`config.mk`:
```
export PLATFORM = sky130hd
export DESIGN_NAME = timeline_event_scheduler
export DESIGN_NICKNAME = d
export VERILOG_FILES = /design/src/tes_pkg.sv /design/src/tes_div.sv /design/src/timeline_event_scheduler.sv
export SDC_FILE = /design/constraint.sdc
export NUM_CORES = 2
export LEC_CHECK = 0
export BUFFER_PORTS_ARGS = -buffer_cell sky130_fd_sc_hd__buf_2
export CORE_MARGIN = 4
export CORE_UTILIZATION = 43
export CTS_BUF_LIST = sky130_fd_sc_hd__clkbuf_8 sky130_fd_sc_hd__clkbuf_16
export DETAILED_ROUTE_END_ITERATION = 10
export HOLD_SLACK_MARGIN = 0.08
export PLACE_DENSITY = 0.59
export SLEW_MARGIN = 15
export SYNTH_ARGS = -nofsm -noshare
export SYNTH_HDL_FRONTEND = slang
export SYNTH_SLANG_ARGS = --single-unit
```
`constraint.sdc`:
```
create_clock -name clock -period 16.15 [get_ports clock]
set_input_delay 2.4225 -clock clock [delete_from_list [all_inputs] [get_ports clock]]
set_output_delay 2.4225 -clock clock [all_outputs]
set_load 0.01 [all_outputs]
```
`src/tes_pkg.sv`:
```
// shared codes and helpers for the timeline event scheduler
// no dependencies
package tes_pkg;

   localparam logic [2:0] FUNC_TICK       = 3'd0;
   localparam logic [2:0] FUNC_ADD_PT_ABS = 3'd1;
   localparam logic [2:0] FUNC_ADD_PT_DLY = 3'd2;
   localparam logic [2:0] FUNC_ADD_RG_ABS = 3'd3;
   localparam logic [2:0] FUNC_ADD_RG_DLY = 3'd4;
   localparam logic [2:0] FUNC_STOP       = 3'd5;
   localparam logic [2:0] FUNC_REMOVE     = 3'd6;

   localparam logic [2:0] KIND_ASSIGNED = 3'd0;
   localparam logic [2:0] KIND_FULL     = 3'd1;
   localparam logic [2:0] KIND_FIRED    = 3'd2;
   localparam logic [2:0] KIND_STARTED  = 3'd3;
   localparam logic [2:0] KIND_PROGRESS = 3'd4;
   localparam logic [2:0] KIND_ENDED    = 3'd5;
   localparam logic [2:0] KIND_DONE     = 3'd6;

   localparam logic [16:0] FULL_PROGRESS = 17'h10000;

   typedef enum logic [7:0] {
      ST_IDLE  = 8'b0000_0001,
      ST_PSCAN = 8'b0000_0010,
      ST_PFIRE = 8'b0000_0100,
      ST_RCHK  = 8'b0000_1000,
      ST_RPROG = 8'b0001_0000,
      ST_RDIV  = 8'b0010_0000,
      ST_REND  = 8'b0100_0000,
      ST_DONE  = 8'b1000_0000
   } seq_state_type;

   typedef struct packed {
      logic        done;
      logic [15:0] quotient;
   } div_status_type;

   function automatic logic [31:0] sat_add(input logic [31:0] a, input logic [31:0] b);
      logic [32:0] s;
      s = {1'b0, a} + {1'b0, b};
      sat_add = s[32] ? 32'hFFFF_FFFF : s[31:0];
   endfunction

endpackage

```
`src/tes_div.sv`:
```
// radix-2 restoring divider for range progress, one quotient bit per cycle
// depends on tes_pkg
module tes_div (
   input  logic                    clock,
   input  logic                    reset,
   input  logic                    start,
   input  logic [31:0]             dividend_hi,
   input  logic [31:0]             divisor,
   output tes_pkg::div_status_type status
);
   import tes_pkg::*;

   logic        busy_ff, busy_in;
   logic        done_ff, done_in;
   logic [3:0]  cnt_ff, cnt_in;
   logic [31:0] rem_ff, rem_in;
   logic [31:0] den_ff, den_in;
   logic [15:0] q_ff, q_in;
   logic [32:0] shifted;

   always_comb begin
      busy_in = busy_ff;
      done_in = 1'b0;
      cnt_in  = cnt_ff;
      rem_in  = rem_ff;
      den_in  = den_ff;
      q_in    = q_ff;
      shifted = {rem_ff, 1'b0};
      if (start) begin
         busy_in = 1'b1;
         cnt_in  = 4'd0;
         rem_in  = dividend_hi;
         den_in  = divisor;
         q_in    = 16'd0;
      end else if (busy_ff) begin
         if (shifted >= {1'b0, den_ff}) begin
            rem_in = 32'(shifted - {1'b0, den_ff});
            q_in   = {q_ff[14:0], 1'b1};
         end else begin
            rem_in = shifted[31:0];
            q_in   = {q_ff[14:0], 1'b0};
         end
         cnt_in = cnt_ff + 4'd1;
         if (cnt_ff == 4'd15) begin
            busy_in = 1'b0;
            done_in = 1'b1;
         end
      end
   end

   always_ff @(posedge clock) begin
      if (reset) begin
         busy_ff <= 1'b0;
         done_ff <= 1'b0;
      end else begin
         busy_ff <= busy_in;
         done_ff <= done_in;
      end
      cnt_ff <= cnt_in;
      rem_ff <= rem_in;
      den_ff <= den_in;
      q_ff   <= q_in;
   end

   assign status.done     = done_ff;
   assign status.quotient = q_ff;

endmodule

```
`src/timeline_event_scheduler.sv`:
```
// Timed event scheduler: a saturating Q16.16 clock, a table of one-shot point events
// and a table of range events with progress, driven by one command per transfer.
// Add, stop, remove and unused commands finish in the accept cycle; their single
// result appears in the next cycle and busy never rises. A tick holds busy high
// through point scanning and firing (one full pass over the point table through a
// single comparator per fired point, then a firing step for it), then through each
// range slot in turn (an idle slot is only checked; a live one may use the shared
// 16-step divider with its load and handoff), then through the closing done result.
// Each result is on the rsp_ ports for exactly one cycle with rsp_valid high; the
// receiver cannot stall it.
// depends on tes_pkg and tes_div
module timeline_event_scheduler #(
   parameter int POINT_SLOTS = 16,
   parameter int RANGE_SLOTS = 8
) (
   input  logic        clock,
   input  logic        reset,
   input  logic        start,
   output logic        busy,
   input  logic [2:0]  req_func,
   input  logic [31:0] req_tick_delta,
   input  logic [31:0] req_start_time,
   input  logic [31:0] req_end_time,
   input  logic [31:0] req_delay_time,
   input  logic [7:0]  req_owner_tag,
   input  logic [15:0] req_target_id,
   output logic        rsp_valid,
   output logic [2:0]  rsp_kind,
   output logic [15:0] rsp_event_id,
   output logic [7:0]  rsp_event_owner,
   output logic [16:0] rsp_progress,
   output logic        rsp_last
);
   import tes_pkg::*;

   localparam int PW = (POINT_SLOTS > 1) ? $clog2(POINT_SLOTS) : 1;
   localparam int RW = (RANGE_SLOTS > 1) ? $clog2(RANGE_SLOTS) : 1;
   localparam logic [PW-1:0] PLAST = PW'(POINT_SLOTS - 1);
   localparam logic [RW-1:0] RLAST = RW'(RANGE_SLOTS - 1);

   // sequencer and clock state
   seq_state_type state_ff, state_in;
   logic [31:0]   time_ff, time_in;
   logic [15:0]   next_id_ff, next_id_in;

   // point table: live bits in flops, payload written at one slot
   logic [POINT_SLOTS-1:0] pt_live_ff, pt_live_in;
   logic [31:0] pt_trig_ff  [POINT_SLOTS];
   logic [15:0] pt_ident_ff [POINT_SLOTS];
   logic [7:0]  pt_owner_ff [POINT_SLOTS];
   logic          pt_we;
   logic [PW-1:0] pt_wslot;
   logic [31:0]   pt_wtrig;

   // range table
   logic [RANGE_SLOTS-1:0] rg_live_ff, rg_live_in;
   logic [RANGE_SLOTS-1:0] rg_begun_ff, rg_begun_in;
   logic [31:0] rg_start_ff [RANGE_SLOTS];
   logic [31:0] rg_end_ff   [RANGE_SLOTS];
   logic [15:0] rg_ident_ff [RANGE_SLOTS];
   logic [7:0]  rg_owner_ff [RANGE_SLOTS];
   logic          rg_we;
   logic [RW-1:0] rg_wslot;
   logic [31:0]   rg_wstart, rg_wend;

   // scan registers for the earliest-due point search
   logic [PW-1:0] pidx_ff, pidx_in;
   logic          found_ff, found_in;
   logic [31:0]   btrig_ff, btrig_in;
   logic [15:0]   bid_ff, bid_in;
   logic [7:0]    bowner_ff, bowner_in;
   logic [PW-1:0] bslot_ff, bslot_in;
   logic [RW-1:0] ridx_ff, ridx_in;

   // result registers
   logic        rsp_valid_ff, rsp_valid_in;
   logic [2:0]  rsp_kind_ff, rsp_kind_in;
   logic [15:0] rsp_id_ff, rsp_id_in;
   logic [7:0]  rsp_owner_ff, rsp_owner_in;
   logic [16:0] rsp_prog_ff, rsp_prog_in;
   logic        rsp_last_ff, rsp_last_in;

   // shared divider
   logic           div_start;
   div_status_type div_stat;

   // free slot and stop-match search over the live bits
   logic          pfree_found, rfree_found, pstop_found, rstop_found;
   logic [PW-1:0] pfree_slot, pstop_slot;
   logic [RW-1:0] rfree_slot, rstop_slot;
   logic          cand;
   logic [31:0]   cur_trig, cur_start, cur_end, add_trig, add_start, add_end;

   tes_div u_div (
      .clock       (clock),
      .reset       (reset),
      .start       (div_start),
      .dividend_hi (time_ff - cur_start),
      .divisor     (cur_end - cur_start),
      .status      (div_stat)
   );

   always_comb begin
      pfree_found = 1'b0;
      pfree_slot  = '0;
      pstop_found = 1'b0;
      pstop_slot  = '0;
      for (int i = POINT_SLOTS - 1; i >= 0; i--) begin
         if (!pt_live_ff[i]) begin
            pfree_found = 1'b1;
            pfree_slot  = PW'(i);
         end
         if (pt_live_ff[i] && pt_ident_ff[i] == req_target_id) begin
            pstop_found = 1'b1;
            pstop_slot  = PW'(i);
         end
      end
      rfree_found = 1'b0;
      rfree_slot  = '0;
      rstop_found = 1'b0;
      rstop_slot  = '0;
      for (int j = RANGE_SLOTS - 1; j >= 0; j--) begin
         if (!rg_live_ff[j]) begin
            rfree_found = 1'b1;
            rfree_slot  = RW'(j);
         end
         if (rg_live_ff[j] && rg_ident_ff[j] == req_target_id) begin
            rstop_found = 1'b1;
            rstop_slot  = RW'(j);
         end
      end
   end

   assign cur_trig  = pt_trig_ff[pidx_ff];
   assign cur_start = rg_start_ff[ridx_ff];
   assign cur_end   = rg_end_ff[ridx_ff];
   assign add_trig  = (req_func == FUNC_ADD_PT_ABS) ? req_start_time
                                                    : sat_add(time_ff, req_delay_time);
   assign add_start = (req_func == FUNC_ADD_RG_ABS) ? req_start_time
                                                    : sat_add(req_start_time, req_delay_time);
   assign add_end   = (req_func == FUNC_ADD_RG_ABS) ? req_end_time
                                                    : sat_add(req_end_time, req_delay_time);

   // live point at the scan index that is due and beats the best so far
   assign cand = pt_live_ff[pidx_ff] && (cur_trig <= time_ff) &&
                 (!found_ff || cur_trig < btrig_ff ||
                  (cur_trig == btrig_ff && pt_ident_ff[pidx_ff] < bid_ff));

   always_comb begin
      state_in    = state_ff;
      time_in     = time_ff;
      next_id_in  = next_id_ff;
      pt_live_in  = pt_live_ff;
      rg_live_in  = rg_live_ff;
      rg_begun_in = rg_begun_ff;
      pidx_in     = pidx_ff;
      found_in    = found_ff;
      btrig_in    = btrig_ff;
      bid_in      = bid_ff;
      bowner_in   = bowner_ff;
      bslot_in    = bslot_ff;
      ridx_in     = ridx_ff;
      pt_we       = 1'b0;
      pt_wslot    = pfree_slot;
      pt_wtrig    = add_trig;
      rg_we       = 1'b0;
      rg_wslot    = rfree_slot;
      rg_wstart   = add_start;
      rg_wend     = add_end;
      div_start   = 1'b0;
      rsp_valid_in = 1'b0;
      rsp_kind_in  = KIND_DONE;
      rsp_id_in    = 16'd0;
      rsp_owner_in = 8'd0;
      rsp_prog_in  = 17'd0;
      rsp_last_in  = 1'b0;

      case (state_ff)
         ST_IDLE: begin
            if (start) begin
               case (req_func)
                  FUNC_TICK: begin
                     time_in  = sat_add(time_ff, req_tick_delta);
                     pidx_in  = '0;
                     found_in = 1'b0;
                     state_in = ST_PSCAN;
                  end
                  FUNC_ADD_PT_ABS, FUNC_ADD_PT_DLY: begin
                     rsp_valid_in = 1'b1;
                     rsp_last_in  = 1'b1;
                     rsp_owner_in = req_owner_tag;
                     if (pfree_found) begin
                        pt_we                  = 1'b1;
                        pt_live_in[pfree_slot] = 1'b1;
                        rsp_kind_in            = KIND_ASSIGNED;
                        rsp_id_in              = next_id_ff;
                        next_id_in             = next_id_ff + 16'd1;
                     end else begin
                        rsp_kind_in = KIND_FULL;
                     end
                  end
                  FUNC_ADD_RG_ABS, FUNC_ADD_RG_DLY: begin
                     rsp_valid_in = 1'b1;
                     rsp_last_in  = 1'b1;
                     rsp_owner_in = req_owner_tag;
                     if (rfree_found) begin
                        rg_we                   = 1'b1;
                        rg_live_in[rfree_slot]  = 1'b1;
                        rg_begun_in[rfree_slot] = 1'b0;
                        rsp_kind_in             = KIND_ASSIGNED;
                        rsp_id_in               = next_id_ff;
                        next_id_in              = next_id_ff + 16'd1;
                     end else begin
                        rsp_kind_in = KIND_FULL;
                     end
                  end
                  FUNC_STOP: begin
                     // a point with the id wins over a range with the same id
                     if (pstop_found) begin
                        pt_live_in[pstop_slot] = 1'b0;
                     end else if (rstop_found) begin
                        rg_live_in[rstop_slot]  = 1'b0;
                        rg_begun_in[rstop_slot] = 1'b0;
                     end
                     rsp_valid_in = 1'b1;
                     rsp_last_in  = 1'b1;
                     rsp_id_in    = req_target_id;
                  end
                  FUNC_REMOVE: begin
                     for (int i = 0; i < POINT_SLOTS; i++) begin
                        if (pt_owner_ff[i] == req_owner_tag) begin
                           pt_live_in[i] = 1'b0;
                        end
                     end
                     for (int j = 0; j < RANGE_SLOTS; j++) begin
                        if (rg_live_ff[j] && rg_owner_ff[j] == req_owner_tag) begin
                           rg_live_in[j]  = 1'b0;
                           rg_begun_in[j] = 1'b0;
                        end
                     end
                     rsp_valid_in = 1'b1;
                     rsp_last_in  = 1'b1;
                     rsp_owner_in = req_owner_tag;
                  end
                  default: begin
                     rsp_valid_in = 1'b1;
                     rsp_last_in  = 1'b1;
                  end
               endcase
            end
         end
         ST_PSCAN: begin
            // one slot per cycle through the shared comparator
            if (cand) begin
               found_in  = 1'b1;
               btrig_in  = cur_trig;
               bid_in    = pt_ident_ff[pidx_ff];
               bowner_in = pt_owner_ff[pidx_ff];
               bslot_in  = pidx_ff;
            end
            if (pidx_ff == PLAST) begin
               if (found_ff || cand) begin
                  state_in = ST_PFIRE;
               end else begin
                  ridx_in  = '0;
                  state_in = ST_RCHK;
               end
            end else begin
               pidx_in = pidx_ff + PW'(1);
            end
         end
         ST_PFIRE: begin
            pt_live_in[bslot_ff] = 1'b0;
            rsp_valid_in = 1'b1;
            rsp_kind_in  = KIND_FIRED;
            rsp_id_in    = bid_ff;
            rsp_owner_in = bowner_ff;
            pidx_in      = '0;
            found_in     = 1'b0;
            state_in     = ST_PSCAN;
         end
         ST_RCHK: begin
            if (!rg_live_ff[ridx_ff]) begin
               if (ridx_ff == RLAST) begin
                  state_in = ST_DONE;
               end else begin
                  ridx_in = ridx_ff + RW'(1);
               end
            end else if (!rg_begun_ff[ridx_ff] && time_ff >= cur_start) begin
               rg_begun_in[ridx_ff] = 1'b1;
               rsp_valid_in = 1'b1;
               rsp_kind_in  = KIND_STARTED;
               rsp_id_in    = rg_ident_ff[ridx_ff];
               rsp_owner_in = rg_owner_ff[ridx_ff];
               state_in     = ST_RPROG;
            end else if (rg_begun_ff[ridx_ff]) begin
               state_in = ST_RPROG;
            end else begin
               state_in = ST_REND;
            end
         end
         ST_RPROG: begin
            rsp_id_in    = rg_ident_ff[ridx_ff];
            rsp_owner_in = rg_owner_ff[ridx_ff];
            rsp_kind_in  = KIND_PROGRESS;
            // empty range or past the end is complete, at or before the start is zero
            if (cur_end <= cur_start || time_ff >= cur_end) begin
               rsp_valid_in = 1'b1;
               rsp_prog_in  = FULL_PROGRESS;
               state_in     = ST_REND;
            end else if (time_ff <= cur_start) begin
               rsp_valid_in = 1'b1;
               state_in     = ST_REND;
            end else begin
               div_start = 1'b1;
               state_in  = ST_RDIV;
            end
         end
         ST_RDIV: begin
            if (div_stat.done) begin
               rsp_valid_in = 1'b1;
               rsp_kind_in  = KIND_PROGRESS;
               rsp_id_in    = rg_ident_ff[ridx_ff];
               rsp_owner_in = rg_owner_ff[ridx_ff];
               rsp_prog_in  = {1'b0, div_stat.quotient};
               state_in     = ST_REND;
            end
         end
         ST_REND: begin
            if (time_ff >= cur_end) begin
               rg_live_in[ridx_ff]  = 1'b0;
               rg_begun_in[ridx_ff] = 1'b0;
               rsp_valid_in = 1'b1;
               rsp_kind_in  = KIND_ENDED;
               rsp_id_in    = rg_ident_ff[ridx_ff];
               rsp_owner_in = rg_owner_ff[ridx_ff];
            end
            if (ridx_ff == RLAST) begin
               state_in = ST_DONE;
            end else begin
               ridx_in  = ridx_ff + RW'(1);
               state_in = ST_RCHK;
            end
         end
         ST_DONE: begin
            rsp_valid_in = 1'b1;
            rsp_last_in  = 1'b1;
            state_in     = ST_IDLE;
         end
         default: begin
            state_in = ST_IDLE;
         end
      endcase
   end

   always_ff @(posedge clock) begin
      if (reset) begin
         state_ff     <= ST_IDLE;
         time_ff      <= 32'd0;
         next_id_ff   <= 16'd0;
         pt_live_ff   <= '0;
         rg_live_ff   <= '0;
         rg_begun_ff  <= '0;
         rsp_valid_ff <= 1'b0;
      end else begin
         state_ff     <= state_in;
         time_ff      <= time_in;
         next_id_ff   <= next_id_in;
         pt_live_ff   <= pt_live_in;
         rg_live_ff   <= rg_live_in;
         rg_begun_ff  <= rg_begun_in;
         rsp_valid_ff <= rsp_valid_in;
      end
      pidx_ff      <= pidx_in;
      found_ff     <= found_in;
      btrig_ff     <= btrig_in;
      bid_ff       <= bid_in;
      bowner_ff    <= bowner_in;
      bslot_ff     <= bslot_in;
      ridx_ff      <= ridx_in;
      rsp_kind_ff  <= rsp_kind_in;
      rsp_id_ff    <= rsp_id_in;
      rsp_owner_ff <= rsp_owner_in;
      rsp_prog_ff  <= rsp_prog_in;
      rsp_last_ff  <= rsp_last_in;
   end

   // table payload, written at one slot on an add
   always_ff @(posedge clock) begin
      if (pt_we) begin
         pt_trig_ff[pt_wslot]  <= pt_wtrig;
         pt_ident_ff[pt_wslot] <= next_id_ff;
         pt_owner_ff[pt_wslot] <= req_owner_tag;
      end
      if (rg_we) begin
         rg_start_ff[rg_wslot] <= rg_wstart;
         rg_end_ff[rg_wslot]   <= rg_wend;
         rg_ident_ff[rg_wslot] <= next_id_ff;
         rg_owner_ff[rg_wslot] <= req_owner_tag;
      end
   end

   assign busy            = (state_ff != ST_IDLE);
   assign rsp_valid       = rsp_valid_ff;
   assign rsp_kind        = rsp_kind_ff;
   assign rsp_event_id    = rsp_id_ff;
   assign rsp_event_owner = rsp_owner_ff;
   assign rsp_progress    = rsp_prog_ff;
   assign rsp_last        = rsp_last_ff;

endmodule

```
==> metrics.cfg <==
[power]
p_leak_uw=0.03715
vdd_drop_max_mv=0.1115
power.density_nw_per_um2=123.0

[yosys]
synthTopCellsByArea=edfxtp_1, mux4_2, ha_1
syn_nets=7261
async_reset_ff_frac=0
syn_inst=6757
avgSynthCellArea_um2=14.11
synth_cell_types=94
syn_area_um2=95370
synth_top_area_frac=0.5454
synth_seq_cells=1895
synth_ff_type=edfxtp_1
synth_edf_count=1732
yosysWarnings=0
synth_top_area_cell=edfxtp_1
ys_seq_area_frac=0.5796

[finish]
area_growth_pct=11.53
drive_above_1_share=0.1611
n_fill_cell=19020
layout_common_cells=edfxtp_1, mux4_2, xnor2_1, a21oi_1, xor2_1
final_common_cell=edfxtp_1
nets=7489

[grt]
grt_first_pass_wirelength_mm=436.0
antenna_found_initial=37
grt_usage=0.2605
grt_max_degree=105
grt_pass1_vias=60710
overflow=0

[worst_setup_path]
cp_slowest_cell=dfxtp_4
worstSetupEndpointType=flop
r2r_cells=16
critical_path.max_stage_delay_ns=0.79
cp-start-kind=flop
cpMostUsedCell=buf_4
r2r_slack_ns=9.09
cp_cell_sequence=buf_12 > buf_4 > mux4_2 > mux4_2 > ha_1 > nand2_1 > nor3_1 > nand3_1 > or3_1 > or3_1 > nand2b_1 > a221oi_1 > buf_4 > nand3_1 > clkinv_2 > buf_4
cp.arrival_ns=7.52
crit_type=reg2reg
worstPathMaxFanout=100
required_ns=16.61
regToRegEndpoint=bowner_ff[2]

[drt]
initialDrtViolationCount=6804
wl_per_cell_um=30.05
drcViolationCount=0
via_per_inst=6.087
dr.pass1.iters=6
num_vias=61640
drt.antenna.violating_nets=0
wl_mm=304.3

[floorplanning]
chipHeight_um=478.9
core_um2=220200
ios=205
placementRows=172
dieArea_um2=229400
die_x_um=478.9
start_util=0.4332

[timing]
max_freq_mhz=141.6
finClkSkew_ns=0.06391
drv_slew=0
hold_viol_final=0
tns_ns=0
finalCritPeriodShare=0.4374
max_slew_margin=0.2127
finalSetupViolCount=0
worstMarginPinSlew_ns=1.177
rsz0062_at_grt=false
post-route-min-period_ns=7.064
hold_ws_ns=0.4620

[clocking]
cts-resized-gates=0
root_buffer=clkbuf_16
clk_latency_ns=0.86
h-tree-depth=4
post-cts-setup-buffers=0
cts_buffer_depth=3
cts.reportedPaths.clkPinSlew_ns=0.06
cts_tree=done
ctsHoldBuffers=0
cts-buffers-inserted=199
clkSinkCount=1895

[outcome]
status=completed

[hold_path]
min_path_cells=2
hold_end=u_div.done_ff
min-delay-path-class=reg2reg
hold_start=u_div.cnt_ff[3]

[placement]
numPortBuffers=204
hpwlAfterDp_mm=211.0
gp_congestion=0.9522

[job]
drv_cap=0

[metal layers]
| layer | share of wire | GRT usage | vias to the layer above | wire length [um] |
|---|---|---|---|---|
| li1 | - | - | 26860 | - |
| met1 | 0.43 | 0.3686 | 31690 | 129500 |
| met2 | 0.46 | 0.4076 | 2575 | 140000 |
| met3 | 0.072 | 0.03849 | 510 | 21810 |
| met4 | 0.042 | 0.1016 | 10 | 12910 |
| met5 | 0.00022 | 0 | - | 67 |
[metrics by stage]
step	cells	power (uW)	area, um^2	setup WS [ns]	util
detailed placement	9741	8707	99900	8.599	0.4538
finish	10130	13080	106400	9.086	0.4831
global route	10120	13590	106300	8.562	0.4831
CTS	10110	13160	106300	8.910	0.4827
floorplan	6757	7709	95370	6.262	-
global placement	9737	8677	99810	8.754	0.4533
[flip-flops by register name, indices dropped and copies added, names as in the netlist, 17 cells and up, named ones only]
signal,cells
btrig_ff,32
rg_end_ff,256
rg_owner_ff,64
rsp_progress,17
pt_owner_ff,128
pt_trig_ff,512
time_ff,32
rg_ident_ff,128
u_div.den_ff,32
pt_ident_ff,256
u_div.rem_ff,32
rg_start_ff,256
[layout make-up]
cell class / instances / area (um^2) / share of cell area
flip-flops and latches: 1895 / 55300 / 0.5199
multi-input cells: 4328 / 38010 / 0.3573
clock buffers: 208 / 5115 / 0.04809
well taps: 2958 / 3701 / 0.03480
repair buffers: 326 / 2042 / 0.01920
clock inverters: 159 / 1269 / 0.01193
inverters: 235 / 883.3 / 0.008305
diodes: 17 / 42.54 / 0.0004000
[worst max-delay path, delay by kind of cell (launching register included)]
kind            cells  cell delay, ns
simple gates        7            1.44
mux                 2            1.16
buf+inv             5            2.38
fa+ha+maj           1            0.33
compound gates      1            0.31
flops               1            0.79
[cells by family after synthesis]
logic type      share of synthesized area
mux                                0.1201
buf+inv                           0.02455
compound gates                    0.08238
xor+xnor                          0.07111
simple gates                      0.07632
flops                              0.5796
fa+ha+maj                         0.04595
[synthesized netlist by cell type, types with 57 or more instances]
cell,instances
o21ai_0,197
xnor2_1,422
nor4_1,97
a21o_1,135
nand4_1,143
nor2_1,346
nand2b_1,69
buf_1,57
nor3_1,80
xor2_1,343
clkbuf_1,183
edfxtp_1,1732
inv_1,233
dfxtp_1,163
a21oi_1,370
mux2i_1,143
nand3_1,116
nor2b_1,60
nand2_1,282
mux4_2,439
ha_1,339
[worst max path at each step]
| stage | to | cells past startpoint | start |
|---|---|---|---|
| floorplan | rg_end_ff[3][0] | 5 | req_func[0] |
| global placement | pt_trig_ff[5][29] | 15 | req_delay_time[0] |
| detailed placement | pt_trig_ff[10][18] | 15 | req_delay_time[0] |
| CTS | bowner_ff[4] | 16 | flop |
| global route | bowner_ff[5] | 16 | flop |
| finish | bowner_ff[2] | 16 | flop |
[power breakdown]
| part | total [uW] | internal [uW] | switching, uW | leakage, uW |
|---|---|---|---|---|
| sequential | 5690 | 5580 | 104 | 0.0175 |
| combinational | 2930 | 1180 | 1750 | 0.0163 |
| clock | 4460 | 2490 | 1970 | 0.00331 |
| total | 13100 | 9250 | 3830 | 0.0371 |
No activity file was read; power rests on OpenSTA's default activity.
